==> src/assert_macros.svh <==
//------------------------------------------------------------------------------
// Assertion macros
// Shared concurrent assertion forms for the RTL of this project.
//------------------------------------------------------------------------------
`ifndef ASSERT_MACROS_SVH
`define ASSERT_MACROS_SVH

// same-cycle implication
`define ASSERT_IMP(lbl, clk, rst_n, ante, cons, msg) \
	lbl: assert property (@(posedge clk) disable iff (!rst_n) (ante) |-> (cons)) \
		else $error(msg);

// next-cycle implication
`define ASSERT_NXT(lbl, clk, rst_n, ante, cons, msg) \
	lbl: assert property (@(posedge clk) disable iff (!rst_n) (ante) |=> (cons)) \
		else $error(msg);

`endif

==> src/rmsod_pkg.sv <==
//------------------------------------------------------------------------------
// RMS envelope onset detector package
// Register indexes, reset values and fixed field widths.
//------------------------------------------------------------------------------
package rmsod_pkg;

	localparam int CFG_IDX_W  = 2;
	localparam int CFG_DATA_W = 16;

	localparam logic [CFG_IDX_W-1:0] CFG_SAMPLES_PER_FRAME = 2'd0;
	localparam logic [CFG_IDX_W-1:0] CFG_FRAME_PERIOD_MS   = 2'd1;
	localparam logic [CFG_IDX_W-1:0] CFG_ONSET_THRESHOLD   = 2'd2;

	localparam int SPF_W    = 16;
	localparam int PERIOD_W = 10;
	localparam int THR_W    = 16;

	localparam logic [SPF_W-1:0]    SPF_RESET    = 16'd2400;
	localparam logic [PERIOD_W-1:0] PERIOD_RESET = 10'd50;
	localparam logic [THR_W-1:0]    THR_RESET    = 16'd3932;

	localparam int TIME_W  = 32;
	localparam int CONF_W  = 16;
	localparam int LEVEL_W = 16;
	localparam int OUT_W   = TIME_W + CONF_W + LEVEL_W;
	localparam int PROD_W  = TIME_W + PERIOD_W;
	localparam int DIFF_W  = LEVEL_W + 2;

	localparam logic [LEVEL_W-1:0] Q15_ONE = 16'h8000;

endpackage

==> src/rms_envelope_onset_detector.sv <==
//------------------------------------------------------------------------------
// RMS envelope onset detector
// Frame RMS of stereo audio with onset reports on level rises.
//------------------------------------------------------------------------------
// Input beats on s_* carry one stereo pair; output beats on m_* carry one onset
// report (time in ms, confidence, frame level). cfg_we/cfg_idx/cfg_data write
// samples_per_frame (0), frame_period_ms (1) and onset_threshold (2). The user
// must write them only while the block is idle; the block does not enforce it.
// A sample is squared bit-serially before the next beat is taken. The sample
// that closes a frame then runs a restoring divider over ACC_W bits
// (ACC_W = min(2*SAMPLE_WIDTH+14, 64)), a two-bits-per-cycle square root, a
// compare step, a shift-add time stamp multiply (only for an onset) and a
// commit step.
// The report sits in an output register; new samples are taken while it
// waits. Only a second onset that finds it still unread holds the block.
// Reset restores the register defaults and clears the frame state; no beat
// is pending after reset.
//------------------------------------------------------------------------------
`include "assert_macros.svh"

module rms_envelope_onset_detector #(
	parameter int SAMPLE_WIDTH = 16
) (
	input  logic                                     clk,
	input  logic                                     arst_n,
	input  logic                                     s_tvalid,
	output logic                                     s_tready,
	// left_sample, right_sample
	input  logic [((2*SAMPLE_WIDTH+7)/8)*8-1:0]      s_tdata,
	output logic                                     m_tvalid,
	input  logic                                     m_tready,
	// onset_time_ms, confidence, frame_level
	output logic [rmsod_pkg::OUT_W-1:0]              m_tdata,
	input  logic                                     cfg_we,
	input  logic [rmsod_pkg::CFG_IDX_W-1:0]          cfg_idx,
	input  logic [rmsod_pkg::CFG_DATA_W-1:0]         cfg_data
);

	localparam int SW      = SAMPLE_WIDTH;
	localparam int ACC_RAW = 2*SW + 14;
	localparam int ACC_W   = (ACC_RAW > 64) ? 64 : ACC_RAW;
	localparam int ROOT_W  = ACC_W / 2;
	localparam int REM_W   = ROOT_W + 2;
	localparam int SW_DOWN = (SW > 16) ? SW - 16 : 0;
	localparam int SW_UP   = (SW < 16) ? 16 - SW : 0;
	localparam int LVL_W   = ROOT_W + SW_UP;
	localparam int STEP_W  = $clog2(ACC_W);
	localparam int SPF_W   = rmsod_pkg::SPF_W;
	localparam int PROD_W  = rmsod_pkg::PROD_W;
	localparam int TIME_W  = rmsod_pkg::TIME_W;
	localparam int LEVEL_W = rmsod_pkg::LEVEL_W;
	localparam int DIFF_W  = rmsod_pkg::DIFF_W;

	typedef enum logic [2:0] {
		ST_IDLE,
		ST_SQUARE,
		ST_DIVIDE,
		ST_ROOT,
		ST_CHECK,
		ST_MULT,
		ST_DONE
	} state_t;

	state_t                               state_q;
	logic [SPF_W-1:0]                     spf_q;
	logic [rmsod_pkg::PERIOD_W-1:0]       period_q;
	logic [rmsod_pkg::THR_W-1:0]          thr_q;
	logic [SPF_W-1:0]                     count_q;
	logic [ACC_W-1:0]                     acc_q;
	logic [ACC_W-1:0]                     mcand_q;
	logic [SW-1:0]                        mplier_q;
	logic [STEP_W-1:0]                    step_q;
	logic [SPF_W:0]                       drem_q;
	logic [REM_W-1:0]                     rrem_q;
	logic [ROOT_W-1:0]                    root_q;
	logic [LEVEL_W-1:0]                   level_q;
	logic [LEVEL_W-1:0]                   prev_q;
	logic                                 have_prev_q;
	logic [TIME_W-1:0]                    index_q;
	logic                                 onset_q;
	logic [rmsod_pkg::CONF_W-1:0]         conf_q;
	logic [PROD_W-1:0]                    prod_q;
	logic [PROD_W-1:0]                    pmc_q;
	logic [rmsod_pkg::PERIOD_W-1:0]       pmp_q;
	logic                                 out_valid_q;
	logic [rmsod_pkg::OUT_W-1:0]          out_data_q;

	logic signed [SW-1:0]  left_s;
	logic signed [SW-1:0]  right_s;
	logic        [SW:0]    pair_sum;
	logic        [SW-1:0]  mono;
	logic        [SW-1:0]  mag;
	logic        [ACC_W:0] sq_add;
	logic        [ACC_W-1:0] sq_next;
	logic        [SPF_W-1:0] spf_eff;
	logic                  frame_end;
	logic        [SPF_W:0] div_sh;
	logic                  div_ge;
	logic        [REM_W-1:0] rt_sh;
	logic        [REM_W-1:0] rt_trial;
	logic                  rt_ge;
	logic        [ROOT_W-1:0] root_next;
	logic        [LVL_W-1:0] lvl_sc;
	logic        [DIFF_W-1:0] diff;
	logic        [DIFF_W-1:0] thr_ext;
	logic                  onset_now;
	logic        [PROD_W-1:0] prod_next;
	logic        [TIME_W-1:0] time_sat;
	logic                  commit;
	logic                  out_load;

	always_comb begin
		left_s    = s_tdata[SW-1:0];
		right_s   = s_tdata[2*SW-1:SW];
		pair_sum  = {left_s[SW-1], left_s} + {right_s[SW-1], right_s};
		mono      = pair_sum[SW:1];
		mag       = mono[SW-1] ? (~mono + {{(SW-1){1'b0}}, 1'b1}) : mono;

		sq_add    = {1'b0, acc_q} + {1'b0, mcand_q};
		sq_next   = sq_add[ACC_W] ? '1 : sq_add[ACC_W-1:0];
		spf_eff   = (spf_q == '0) ? {{(SPF_W-1){1'b0}}, 1'b1} : spf_q;
		frame_end = (count_q != '0) && (count_q >= spf_eff);

		div_sh    = {drem_q[SPF_W-1:0], acc_q[ACC_W-1]};
		div_ge    = div_sh >= {1'b0, count_q};

		rt_sh     = {rrem_q[REM_W-3:0], acc_q[ACC_W-1:ACC_W-2]};
		rt_trial  = {root_q, 2'b01};
		rt_ge     = rt_sh >= rt_trial;
		root_next = {root_q[ROOT_W-2:0], rt_ge};
		lvl_sc    = (LVL_W'(root_next) >> SW_DOWN) << SW_UP;

		diff      = {2'b00, level_q} - {2'b00, prev_q};
		thr_ext   = {{2{thr_q[rmsod_pkg::THR_W-1]}}, thr_q};
		onset_now = have_prev_q && ($signed(diff) > $signed(thr_ext));

		prod_next = pmp_q[0] ? (prod_q + pmc_q) : prod_q;
		time_sat  = (prod_q[PROD_W-1:TIME_W] != '0) ? '1 : prod_q[TIME_W-1:0];
		commit    = !onset_q || !out_valid_q || m_tready;
		out_load  = (state_q == ST_DONE) && commit && onset_q;
	end

	assign s_tready = (state_q == ST_IDLE);
	assign m_tvalid = out_valid_q;
	assign m_tdata  = out_data_q;

	always_ff @(posedge clk or negedge arst_n) begin
		if (!arst_n) begin
			state_q     <= ST_IDLE;
			spf_q       <= rmsod_pkg::SPF_RESET;
			period_q    <= rmsod_pkg::PERIOD_RESET;
			thr_q       <= rmsod_pkg::THR_RESET;
			count_q     <= '0;
			acc_q       <= '0;
			prev_q      <= '0;
			have_prev_q <= 1'b0;
			index_q     <= '0;
			onset_q     <= 1'b0;
			step_q      <= '0;
			out_valid_q <= 1'b0;
		end else begin
			if (out_load) begin
				out_valid_q <= 1'b1;
			end else if (m_tready) begin
				out_valid_q <= 1'b0;
			end
			if (cfg_we) begin
				case (cfg_idx)
					rmsod_pkg::CFG_SAMPLES_PER_FRAME: spf_q    <= cfg_data;
					rmsod_pkg::CFG_FRAME_PERIOD_MS:
						period_q <= cfg_data[rmsod_pkg::PERIOD_W-1:0];
					rmsod_pkg::CFG_ONSET_THRESHOLD:   thr_q    <= cfg_data;
					default: ;
				endcase
			end
			case (state_q)
				ST_IDLE: begin
					if (s_tvalid) begin
						mcand_q  <= ACC_W'(mag);
						mplier_q <= mag;
						count_q  <= count_q + 1'b1;
						step_q   <= '0;
						state_q  <= ST_SQUARE;
					end
				end
				ST_SQUARE: begin
					if (mplier_q[0]) begin
						acc_q <= sq_next;
					end
					mcand_q  <= mcand_q << 1;
					mplier_q <= mplier_q >> 1;
					if (step_q == STEP_W'(SW-1)) begin
						step_q <= '0;
						drem_q <= '0;
						state_q <= frame_end ? ST_DIVIDE : ST_IDLE;
					end else begin
						step_q <= step_q + 1'b1;
					end
				end
				ST_DIVIDE: begin
					drem_q <= div_ge ? (div_sh - {1'b0, count_q}) : div_sh;
					acc_q  <= {acc_q[ACC_W-2:0], div_ge};
					if (step_q == STEP_W'(ACC_W-1)) begin
						step_q  <= '0;
						rrem_q  <= '0;
						root_q  <= '0;
						state_q <= ST_ROOT;
					end else begin
						step_q <= step_q + 1'b1;
					end
				end
				ST_ROOT: begin
					rrem_q <= rt_ge ? (rt_sh - rt_trial) : rt_sh;
					root_q <= root_next;
					acc_q  <= acc_q << 2;
					if (step_q == STEP_W'(ROOT_W-1)) begin
						step_q  <= '0;
						level_q <= (lvl_sc > LVL_W'(rmsod_pkg::Q15_ONE)) ?
							rmsod_pkg::Q15_ONE : lvl_sc[LEVEL_W-1:0];
						state_q <= ST_CHECK;
					end else begin
						step_q <= step_q + 1'b1;
					end
				end
				ST_CHECK: begin
					onset_q <= onset_now;
					if (diff[DIFF_W-1]) begin
						conf_q <= '0;
					end else if (diff > {2'b00, rmsod_pkg::Q15_ONE}) begin
						conf_q <= rmsod_pkg::Q15_ONE;
					end else begin
						conf_q <= diff[rmsod_pkg::CONF_W-1:0];
					end
					prod_q  <= '0;
					pmc_q   <= PROD_W'(index_q);
					pmp_q   <= period_q;
					state_q <= onset_now ? ST_MULT : ST_DONE;
				end
				ST_MULT: begin
					prod_q <= prod_next;
					pmc_q  <= pmc_q << 1;
					pmp_q  <= pmp_q >> 1;
					if (step_q == STEP_W'(rmsod_pkg::PERIOD_W-1)) begin
						step_q  <= '0;
						state_q <= ST_DONE;
					end else begin
						step_q <= step_q + 1'b1;
					end
				end
				ST_DONE: begin
					if (commit) begin
						if (onset_q) begin
							out_data_q  <= {level_q, conf_q, time_sat};
						end
						prev_q      <= level_q;
						have_prev_q <= 1'b1;
						if (index_q != '1) begin
							index_q <= index_q + 1'b1;
						end
						acc_q   <= '0;
						count_q <= '0;
						state_q <= ST_IDLE;
					end
				end
				default: state_q <= ST_IDLE;
			endcase
		end
	end

	`ASSERT_NXT(a_index_monotonic, clk, arst_n, 1'b1,
		index_q >= $past(index_q), "frame index fell")
	`ASSERT_IMP(a_conf_range, clk, arst_n, out_valid_q,
		out_data_q[47:32] <= rmsod_pkg::Q15_ONE, "confidence out of range")
	`ASSERT_IMP(a_level_range, clk, arst_n, state_q == ST_CHECK,
		level_q <= rmsod_pkg::Q15_ONE, "level out of range")
	`ASSERT_NXT(a_hold_pending, clk, arst_n,
		state_q == ST_DONE && onset_q && out_valid_q && !m_tready,
		state_q == ST_DONE && out_valid_q, "pending report overwritten")

endmodule
==> config.mk <==
export PLATFORM = sky130hd
export DESIGN_NAME = rms_envelope_onset_detector
export DESIGN_NICKNAME = d
export VERILOG_FILES = /design/src/rmsod_pkg.sv /design/src/rms_envelope_onset_detector.sv
export VERILOG_INCLUDE_DIRS = /design/src /design/src/src
export SDC_FILE = /design/constraint.sdc
export NUM_CORES = 1
export LEC_CHECK = 0
export BUFFER_PORTS_ARGS = -buffer_cell sky130_fd_sc_hd__buf_2
export CELL_PAD_IN_SITES_DETAIL_PLACEMENT = 0
export CELL_PAD_IN_SITES_GLOBAL_PLACEMENT = 1
export CORE_AREA = 2 2 285 231
export DETAILED_ROUTE_END_ITERATION = 7
export DIE_AREA = 0 0 287 233
export PLACE_DENSITY = 0.78
export SYNTH_ARGS = -nofsm -noshare
export SYNTH_HDL_FRONTEND = slang
export SYNTH_SLANG_ARGS = --single-unit
==> constraint.sdc <==
create_clock -name clk -period 6.53 [get_ports clk]
set_clock_uncertainty 0.15 [all_clocks]
set_input_delay 0.653 -clock clk [delete_from_list [all_inputs] [get_ports clk]]
set_output_delay 0.653 -clock clk [all_outputs]
set_load 0.03 [all_outputs]
==> flow_metrics.env, run 1 <==
export IMPL_r2r_slack_ns=1.63
export IMPL_synth_cells=2909
export IMPL_drtAntennaViolNets=0
export IMPL_insertion_delay_ns=0.59
export IMPL_r2r_start="level_q[4]$_SDFFCE_PN0P_"
export IMPL_finalNetCount=3259
export IMPL_gp_congestion=0.905
export IMPL_yosysTopAreaCell="edfxtp_1"
export IMPL_place_area_sq_um=30100
export IMPL_critPathKind="flip-flop to flip-flop"
export IMPL_grt_setup_unrepaired="false"
export IMPL_leakagePower_nw=13.1
export IMPL_hold_start="cfg_data[14]"
export IMPL_rows=83
export IMPL_cts_made_buffers=52
export IMPL_cts_tree="built"
export IMPL_areaGrowthSynthToFinish_pct=11.6
export IMPL_seq_area_frac_synth_pct=47.4
export IMPL_port_buffers=120
export IMPL_vdd_drop_max_v=0.000237
export IMPL_cp_startpoint="level_q[4]$_SDFFCE_PN0P_"
export IMPL_ctsRootBufferMaster="clkbuf_16"
export IMPL_endpoint_kind="flip-flop"
export IMPL_synth_edf_count=314
export IMPL_max_freq_mhz=204
export IMPL_grt_max_degree=84
export IMPL_fillCellCount=5885
export IMPL_grtUsageMet3_pct=2.79
export IMPL_tightest_slew_ns=1.18
export IMPL_layout_drive_gt1_share_pct=11.6
export IMPL_grt_util_met1_pct=29.2
export IMPL_place_hpwl_um=47900
export IMPL_fin_crit_sh_pct=75.1
export IMPL_cts_clk_slew_worst_paths_ns=0.06
export IMPL_max_clock_path_buffers=3
export IMPL_hold_path_class="input pin to flip-flop"
export IMPL_synth_seq_cells=478
export IMPL_pwr_density_cell_nw_per_um2=418
export IMPL_avgSynthCellArea_sq_um=9.82
export IMPL_drtIter0Drc=1573
export IMPL_first_global_vias=21000
export IMPL_drc=0
export IMPL_power_mw=13.3
export IMPL_cp_max_fo=16
export IMPL_vias=21400
export IMPL_core_sq_um=63800
export IMPL_outcome="finished, final reports clean"
export IMPL_rr_worst_depth=18
export IMPL_busiest_layer="met2"
export IMPL_initial_core_util_pct=44.8
export IMPL_yosysTopAreaCellShare_pct=33.0
export IMPL_synth_area_leaders="edfxtp_1, dfrtp_1, ha_1"
export IMPL_grt_pass1_wl_um=110000
export IMPL_syn_nets=3168
export IMPL_ys_warn_count=0
export IMPL_final_util_pct=50.0
export IMPL_ios=121
export IMPL_htree_levels=2
export IMPL_die_area_sq_um=66900
export IMPL_grt_total_usage_pct=20.0
export IMPL_start_kind="flip-flop"
export IMPL_ys_async_sr_fraction_pct=34.3
export IMPL_ys_flop_type="edfxtp_1"
export IMPL_fin_area_sq_um=31900
export IMPL_endpoint="state_q[1]$_DFFE_PN0P_"
export IMPL_clock_sinks=478
export IMPL_min_period_ns=4.90
export IMPL_hold_depth=3
export IMPL_synth_distinct_cells=92
export IMPL_maxSlewViolCount=0
export IMPL_die_x_um=287
export IMPL_timing_rr_end="state_q[1]$_DFFE_PN0P_"
export IMPL_antenna_found_initial=8
export IMPL_wl_um=67500
export IMPL_setup_violations=0
export IMPL_first_pass_iters=5
export IMPL_viasPerCell=5.50
export IMPL_cap_violations=0
export IMPL_die_h_um=233
export IMPL_netlist_area_sq_um=28600
export IMPL_globalRouteMet2Util_pct=31.2
export IMPL_cp_required_ns=6.85
export IMPL_hold_viol=0
export IMPL_post_cts_resized=0
export IMPL_grt_overflow_total=0
export IMPL_tns_ns=0
export IMPL_wl_per_cell_um=17.3
export IMPL_worstPathArrival_ns=5.22
export IMPL_relSlewSlack_pct=21.2
[cells in the mapped netlist, drive strengths merged, types with 65 or more instances]
cell	n
xor2	65
clkbuf	90
nand2	330
o21ai	220
xnor2	124
a21oi	221
nor2	288
and2	69
inv	140
dfrtp	149
edfxtp	314
ha	199
a21o	98
nand3	71
[layout make-up]
class	instances	area [sq um]	share of cell area (%)
clock buffers	68	1470	4.62
inverters	140	526	1.65
multi-input cells	2184	14200	44.4
well taps	850	1060	3.34
diodes	2	5.00	0.0157
clock inverters	30	319	1.00
repair buffers	144	790	2.48
flip-flops and latches	478	13600	42.5
[worst min-delay path by stage]
stage / end / slack [ns]
2_1_floorplan: acc_q[0]$_DFFE_PN0P_ / 0.21
3_3_place_gp: m_tdata[42]$_DFFE_PP_ / 0.25
3_5_place_dp: m_tdata[43]$_DFFE_PP_ / 0.26
4_1_cts: spf_q[14]$_DFFE_PN0P_ / 0.1
5_1_grt: m_tvalid$_DFFE_PN0P_ / 0.15
6_report: spf_q[14]$_DFFE_PN0P_ / 0.13
[cell families after synthesis]
family	Yosys count	synth area share, %
buf+inv	247	3.31
flops	478	47.4
fa+ha+maj	204	9.06
compound gates	740	16.1
simple gates	997	16.3
mux	54	2.03
xor+xnor	189	5.82
[metrics by stage]
step                      worst slack, ns  hold WS [ns]  instances
after CTS                            1.70        0.0992       3894
final                                1.63         0.131       3896
after detailed placement             1.73         0.258       3795
after global placement               1.85         0.252       3795
after floorplan                     0.343         0.207       2909
after global routing                 1.23         0.146       3896
[flip-flops by register name, summed over array words and instances (netlist names), 3 cells and up]
name,cells
m_tdata,64
acc_q,46
mcand_q,46
pmc_q,42
prod_q,42
index_q,32
root_q,23
rrem_q,23
conf_q,16
count_q,16
drem_q,16
level_q,16
mplier_q,16
prev_q,16
spf_q,16
thr_q,16
period_q,10
pmp_q,10
step_q,6
state_q,3
[per-layer routing]
metal	vias to the layer above	routed length, um
met5	-	55
met4	8	1290
met2	433	29900
met3	91	3000
met1	10300	33200
li1	10600	-
[power by group]
part / switching, mW / total [mW] / internal (mW)
registers: 0.417 / 4.36 / 3.95
logic: 3.61 / 5.90 / 2.29
clock network: 1.25 / 3.08 / 1.83
[cells in the final DEF (no fill, tap or decap), types with 8 or more instances in the layout]
master | synthesis | final
nor4_1 | 18 | 18
ha_1 | 199 | 199
or2_2 | 40 | 40
mux2_2 | 31 | 31
nand3_1 | 71 | 70
buf_2 | 6 | 119
nor3b_1 | 9 | 8
a31oi_1 | 16 | 16
dfrtp_1 | 149 | 147
o31ai_1 | 8 | 8
clkinv_2 | 0 | 10
nor3_1 | 29 | 27
nand2b_1 | 21 | 21
a211oi_1 | 21 | 21
mux2i_1 | 22 | 22
inv_1 | 139 | 139
edfxtp_1 | 314 | 314
nand4_1 | 44 | 44
nor2_1 | 288 | 283
a21oi_1 | 217 | 216
a21o_1 | 98 | 98
nor2b_1 | 19 | 19
clkbuf_16 | 0 | 55
o21bai_1 | 20 | 20
and3_1 | 31 | 31
xor2_1 | 65 | 65
o21ai_0 | 199 | 199
nand2_1 | 329 | 329
and2_1 | 69 | 69
o21ai_1 | 21 | 21
xnor2_1 | 123 | 123
buf_4 | 1 | 23
o211ai_1 | 14 | 14
o21a_1 | 44 | 43
dfstp_2 | 15 | 15
[worst max-delay path: stages, from the launching register on]
cell and delay, ns:
edfxtp_1 0.43, ha_1 0.36, a21o_1 0.19, or3_1 0.34, o21a_1 0.20, a2111oi_0 0.42
o21bai_1 0.14, a21oi_1 0.21, xor2_1 0.69, inv_1 0.14, ha_1 0.33, nand3_1 0.08
nor2_1 0.16, o31ai_1 0.10, o211ai_1 0.10, o2111ai_1 0.25, nor3_1 0.19, nor2_1 0.07
o221a_2 0.24
[repair_timing]
item | in CTS | in global routing
hold buffers | 1 | 0
endpoints found under the hold margin | 34 | 0
setup buffers | 0 | 0
(Power assumes the default switching activity.)
==> inputs of run 2 (changes only) <==
Settings changed: ABC_AREA set to 1, CORE_AREA 2 2 285 231 to 2 2 305 247, DIE_AREA 0 0 287 233 to 0 0 307 249.
Clock period 6.53 ns to 4.5 ns, I/O delays scaled along.
==> flow_metrics.env, run 2 <==
export IMPL_cap_violations=0
export IMPL_grt_max_degree=101
export IMPL_first_pass_iters=5
export IMPL_multi_input_area_sq_um=15400
export IMPL_leakagePower_nw=15.6
export IMPL_synth_cells=4041
export IMPL_tns_ns=0
export IMPL_rows=89
export IMPL_min_period_ns=3.73
export IMPL_crit_slowest_cell="edfxtp_1"
export IMPL_first_global_vias=25500
export IMPL_relSlewSlack_pct=25.8
export IMPL_pwr_density_cell_nw_per_um2=563
export IMPL_core_sq_um=73300
export IMPL_endpoint_kind="flip-flop"
export IMPL_critPathKind="flip-flop to flip-flop"
export IMPL_layout_drive_gt1_share_pct=7.12
export IMPL_fin_cells=5171
export IMPL_port_buffers=120
export IMPL_worstPathArrival_ns=4.12
export IMPL_largest_reg_flops=64
export IMPL_timing_hold_ws_ns=0.0397
export IMPL_clockPowerShare_pct=21.9
export IMPL_die_x_um=307
export IMPL_wl_per_cell_um=17.3
export IMPL_synth_edf_count=314
export IMPL_ctsRootBufferMaster="clkbuf_16"
export IMPL_wl_um=89200
export IMPL_initial_core_util_pct=42.8
export IMPL_yosysTopAreaCell="edfxtp_1"
export IMPL_viasPerCell=5.23
export IMPL_netSwitchingFraction_pct=44.1
export IMPL_max_freq_mhz=268
export IMPL_vias=27100
export IMPL_grt_setup_unrepaired="false"
export IMPL_place_area_sq_um=33100
export IMPL_synth_top_cells_by_count="nand2_1, inv_1, nor2_1"
export IMPL_ys_warn_count=0
export IMPL_vdd_drop_max_v=0.000346
export IMPL_n_antenna_cell=0
export IMPL_ys_async_sr_fraction_pct=34.3
export IMPL_fin_crit_sh_pct=82.8
export IMPL_cp_required_ns=4.89
export IMPL_avgSynthCellArea_sq_um=7.75
export IMPL_hold_path_class="input pin to flip-flop"
export IMPL_ys_flop_type="edfxtp_1"
export IMPL_fin_area_sq_um=34900
export IMPL_cts_made_buffers=52
export IMPL_seq_area_frac_synth_pct=43.2
export IMPL_yosysTopAreaCellShare_pct=30.1
export IMPL_place_hpwl_um=67800
export IMPL_areaGrowthSynthToFinish_pct=11.4
export IMPL_insertion_delay_ns=0.64
export IMPL_die_area_sq_um=76400
export IMPL_synth_most_common_cell="nand2_1"
export IMPL_grt_overflow_total=0
export IMPL_ios=121
export IMPL_p_seq_share_pct=32.5
export IMPL_regArea_sq_um=13600
export IMPL_synth_distinct_cells=57
export IMPL_hold_viol=0
export IMPL_synth_seq_cells=478
export IMPL_netlist_area_sq_um=31300
export IMPL_start_kind="flip-flop"
export IMPL_outcome="finished, final reports clean"
export IMPL_crit_top_cell="nand2_1"
export IMPL_combinationalPowerShare_pct=45.6
export IMPL_post_cts_resized=0
export IMPL_cpPeakStageDelay_ns=0.42
export IMPL_most_common_layout_cells="nand2_1, inv_1, nor2_1"
export IMPL_synth_area_leaders="edfxtp_1, nand2_1, dfrtp_1"
export IMPL_drtAntennaViolNets=0
export IMPL_final_common_cell="nand2_1"
export IMPL_setup_violations=0
export IMPL_dpl_cell_count=5058
export IMPL_cp_max_fo=5
export IMPL_grt_total_usage_pct=23.2
export IMPL_htree_levels=2
export IMPL_cts_clk_slew_worst_paths_ns=0.07
export IMPL_finalNetCount=4431
export IMPL_p_switching_mw=8.66
export IMPL_grt_pass1_wl_um=142000
export IMPL_drc=0
export IMPL_die_h_um=249
export IMPL_gp_congestion=0.925
export IMPL_fillCellCount=7445
export IMPL_intPower_mw=11.0
export IMPL_r2r_slack_ns=0.77
export IMPL_tightest_slew_ns=1.11
export IMPL_cts_tree="built"
export IMPL_max_clock_path_buffers=3
export IMPL_drtIter0Drc=2138
export IMPL_clock_sinks=478
export IMPL_syn_nets=4300
export IMPL_critical_path_cell_chain="ha_1 > nand2_1 > nor2_1 > nand2_1 > nand3_1 > nand3_1 > nand2_1 > nand2_1 > nand2_1 > nand2_1 > nand2_1 > inv_1 > ha_1 > nand2_1 > nor2_1 > inv_1 > nor2_1 > nand4_1 > nand4_1 > nand3_1 > nand2_1 > nand3b_1 > nand2_1 > nand2_1"
export IMPL_antenna_found_initial=1
export IMPL_maxSlewViolCount=0
-- run 2: critical path, delay by kind of cell, from the launching register on --
kind,cells,cell delay (ns)
buffers and inverters,2,0.13
adder cells (fa/ha/maj),2,0.76
flip-flops,1,0.42
AND/OR/NAND/NOR,20,2.16
-- run 2: worst paths after layout --
path / cells past startpoint / from / endpoint
min in group asynchronous: 2 / arst_n / prev_q[15]$_DFFE_PN0P_
worst min register to register: 0 / conf_q[10]$_SDFFCE_PP0P_ / m_tdata[42]$_DFFE_PP_
worst min-delay path: 3 / cfg_data[5] / spf_q[5]$_DFFE_PN1P_
worst max register to register: 24 / level_q[4]$_SDFFCE_PN0P_ / state_q[1]$_DFFE_PN0P_
worst max-delay path: 24 / level_q[4]$_SDFFCE_PN0P_ / state_q[1]$_DFFE_PN0P_
max in group asynchronous: 3 / arst_n / acc_q[27]$_DFFE_PN0P_
-- run 2: layout make-up --
| cell class | count | share of cell area [%] |
|---|---|---|
| clock buffers | 63 | 4.02 |
| well taps | 955 | 3.42 |
| repair buffers | 163 | 2.81 |
| clock inverters | 35 | 0.857 |
| multi-input cells | 2918 | 44.1 |
| flip-flops and latches | 478 | 38.8 |
| inverters | 559 | 6.01 |
-- run 2: repair_timing --
action                                  4_1_cts  5_1_grt
endpoints found under the setup margin        0        0
setup buffers                                 0        0
hold buffers                                 15        0
endpoints found under the hold margin        70        0
-- run 2: cells by family after synthesis --
logic type / synth area share (%)
AOI/OAI and AO/OA: 13.1
xor gates and xnor gates: 2.60
adders and majority gates: 8.27
buffers and inverters: 7.91
DFF: 43.2
and+or+nand+nor: 24.9
-- run 2: routing by layer --
layer / vias up / routed length [um] / global-route usage [%]
met3: 99 / 5250 / 3.62
met4: 2 / 1760 / 5.34
met1: 12600 / 45700 / 36.2
met5: - / 13 / 0
met2: 647 / 36500 / 33.4
li1: 13700 / - / -
-- run 2: power groups by stage --
stage	clock network (mW)	logic [mW]	registers, mW
finish	4.31	8.97	6.38
global route	4.59	10.2	6.48
global placement	0	8.82	6.45
CTS	4.41	8.90	6.38
floorplan	0	6.51	6.27
detailed placement	0	8.85	6.46
-- run 2: through the flow --
| stage | utilization (%) | worst slack [ns] | power (mW) |
|---|---|---|---|
| 3_3_place_gp | 45.1 | 0.905 | 15.3 |
| 6_report | 47.6 | 0.773 | 19.7 |
| 2_1_floorplan | - | 0.237 | 12.8 |
| 3_5_place_dp | 45.1 | 0.840 | 15.3 |
| 5_1_grt | 47.6 | 0.459 | 21.3 |
| 4_1_cts | 47.6 | 0.847 | 19.7 |
==> inputs of run 3 (changes only) <==
Settings changed: ABC_AREA 1 to 0, CORE_AREA 2 2 305 247 to 2 2 271 219, DIE_AREA 0 0 307 249 to 0 0 273 221, PLACE_DENSITY 0.78 to 0.82.
Clock period 4.5 ns to 3.45 ns, I/O delays scaled along.
==> flow_metrics.env, run 3 (synthesized netlist as in run 1, its figures left out) <==
export IMPL_port_buffers=120
export IMPL_cts_clk_slew_worst_paths_ns=0.07
export IMPL_htree_levels=2
export IMPL_first_global_vias=22100
export IMPL_crit_top_cell="a21oi_2"
export IMPL_min_period_ns=4.01
export IMPL_cts_tree="built"
export IMPL_violations="setup timing"
export IMPL_gp_congestion=0.897
export IMPL_vdd_drop_max_v=0.000597
export IMPL_r2r_start="level_q[0]$_SDFFCE_PN0P_"
export IMPL_grt_total_usage_pct=22.9
export IMPL_drtAntennaViolNets=0
export IMPL_areaGrowthSynthToFinish_pct=17.1
export IMPL_drtIter0Drc=1689
export IMPL_pwr_density_cell_nw_per_um2=795
export IMPL_finalNetCount=3430
export IMPL_relSlewSlack_pct=32.0
export IMPL_final_util_pct=58.0
export IMPL_drc=0
export IMPL_place_hpwl_um=48600
export IMPL_tightest_slew_ns=1.02
export IMPL_timing_rr_end="state_q[1]$_DFFE_PN0P_"
export IMPL_critPathKind="flip-flop to flip-flop"
export IMPL_ios=121
export IMPL_cpPeakStageDelay_ns=0.41
export IMPL_outcome="finished, violations left"
export IMPL_wl_per_cell_um=17.4
export IMPL_leakagePower_nw=13.9
export IMPL_insertion_delay_ns=0.62
export IMPL_die_x_um=273
export IMPL_endpoint_kind="flip-flop"
export IMPL_maxSlewViolCount=0
export IMPL_rows=79
export IMPL_start_kind="flip-flop"
export IMPL_worstHoldEndpoint="spf_q[0]$_DFFE_PN0P_"
export IMPL_cap_violations=0
export IMPL_ctsRootBufferMaster="clkbuf_16"
export IMPL_n_antenna_cell=0
export IMPL_hold_depth=3
export IMPL_initial_core_util_pct=49.5
export IMPL_max_clock_path_buffers=3
export IMPL_crit_slowest_cell="edfxtp_1"
export IMPL_vias=22200
export IMPL_critical_path_cell_chain="inv_2 > ha_4 > inv_2 > fa_2 > a21oi_2 > o21bai_1 > a21oi_2 > o21bai_2 > a21o_1 > buf_6 > nand2_2 > nand2_2 > a21oi_2 > xnor2_2 > ha_1 > nand4_1 > nor2_2 > o31ai_2 > o211ai_1 > o2111ai_2 > nor3_2 > nor2_1 > o221a_2"
export IMPL_die_area_sq_um=60300
export IMPL_finalWorstSetupSlack_ns=-0.556
export IMPL_wl_um=69300
export IMPL_fillCellCount=5053
export IMPL_grt_pass1_wl_um=115000
export IMPL_most_common_layout_cells="nand2_1, edfxtp_1, nor2_1"
export IMPL_viasPerCell=5.58
export IMPL_final_common_cell="nand2_1"
export IMPL_grt_max_degree=84
export IMPL_cp_max_fo=2
export IMPL_fin_crit_sh_pct=116
export IMPL_hold_viol=0
export IMPL_grt_setup_unrepaired="true"
export IMPL_rr_worst_depth=23
export IMPL_place_ws_ns=-0.714
export IMPL_layout_drive_gt1_share_pct=17.0
export IMPL_cp_required_ns=3.79
export IMPL_core_sq_um=57700
export IMPL_clock_sinks=478
export IMPL_die_h_um=221
export IMPL_grt_overflow_total=0
export IMPL_r2r_slack_ns=-0.56
export IMPL_setup_violations=3
export IMPL_cts_made_buffers=51
export IMPL_cp_top_family="compound AO/OA/AOI/OAI gates"
export IMPL_hold_path_class="input pin to flip-flop"
export IMPL_largest_reg_flops=64
export IMPL_hold_start="cfg_idx[1]"
export IMPL_antenna_found_initial=0
export IMPL_path_buf_inv=3
export IMPL_first_pass_iters=5
export IMPL_max_freq_mhz=250
export IMPL_worstPathArrival_ns=4.35
run 3: worst max path at each step:
stage / start / to / slack [ns] / cells after the start
after floorplan: level_q[4]$_SDFFCE_PN0P_ / state_q[1]$_DFFE_PN0P_ / -0.41 / 19
after global routing: level_q[0]$_SDFFCE_PN0P_ / state_q[0]$_DFFE_PN0P_ / -0.83 / 24
after global placement: level_q[0]$_SDFFCE_PN0P_ / state_q[1]$_DFFE_PN0P_ / -0.59 / 23
after CTS: level_q[0]$_SDFFCE_PN0P_ / state_q[1]$_DFFE_PN0P_ / -0.59 / 21
after detailed placement: level_q[0]$_SDFFCE_PN0P_ / state_q[1]$_DFFE_PN0P_ / -0.71 / 23
final: level_q[0]$_SDFFCE_PN0P_ / state_q[1]$_DFFE_PN0P_ / -0.56 / 23
run 3: worst reg2reg max path, delay by kind of cell (launching register included):
kind	cells	cell delay, ns
compound gates	10	1.61
fa+ha+maj	3	0.80
simple gates	6	0.58
flops	1	0.41
buf+inv	3	0.26
xor+xnor	1	0.08
run 3: layer usage:
| layer | share of wire (%) | vias to the layer above | wire length [um] | track usage (%) |
|---|---|---|---|---|
| met4 | 1.5 | 0 | 1010 | 5.09 |
| met3 | 5.2 | 84 | 3590 | 3.27 |
| li1 | - | 10900 | - | - |
| met1 | 50 | 10700 | 34700 | 34.8 |
| met5 | 0 | - | 0 | 0 |
| met2 | 43 | 487 | 30000 | 34.5 |
run 3: metrics by stage:
stage / total power [mW] / instances / instance area, sq um / TNS [ns] / hold slack [ns]
after floorplan: 16.7 / 2909 / 28700 / -0.760 / -0.101
after detailed placement: 20.5 / 3844 / 31100 / -4.12 / 0.0616
after CTS: 26.3 / 3978 / 33200 / -1.53 / 0.0412
final: 26.6 / 3983 / 33500 / -1.63 / 0.0995
after global placement: 20.2 / 3844 / 31100 / -2.73 / 0.0567
after global routing: 28.6 / 3983 / 33500 / -2.44 / 0.0941
run 3: timing repair:
item	in CTS	in global routing
endpoints found under the hold margin	150	0
gates resized for setup	18	42
pin swaps	28	20
buffers inserted	6	5
hold buffers	32	0
setup endpoints to repair	10	66
run 3: cell type report:
class | instances | area, sq um | share of cell area [%]
Sequential cell | 478 | 13600 | 40.5
Inverter | 140 | 526 | 1.57
Clock buffer | 69 | 1430 | 4.26
Multi-Input combinational cell | 2184 | 14500 | 43.3
Timing Repair Buffer | 316 | 2240 | 6.70
Tap cell | 769 | 962 | 2.88
Clock inverter | 27 | 269 | 0.804
run 3: power breakdown:
part | leakage [nW] | internal [mW] | switching (mW) | total, mW
sequential | 4.86 | 7.47 | 0.769 | 8.24
combinational | 8.23 | 5.43 | 7.40 | 12.8
clock | 0.817 | 3.15 | 2.39 | 5.54
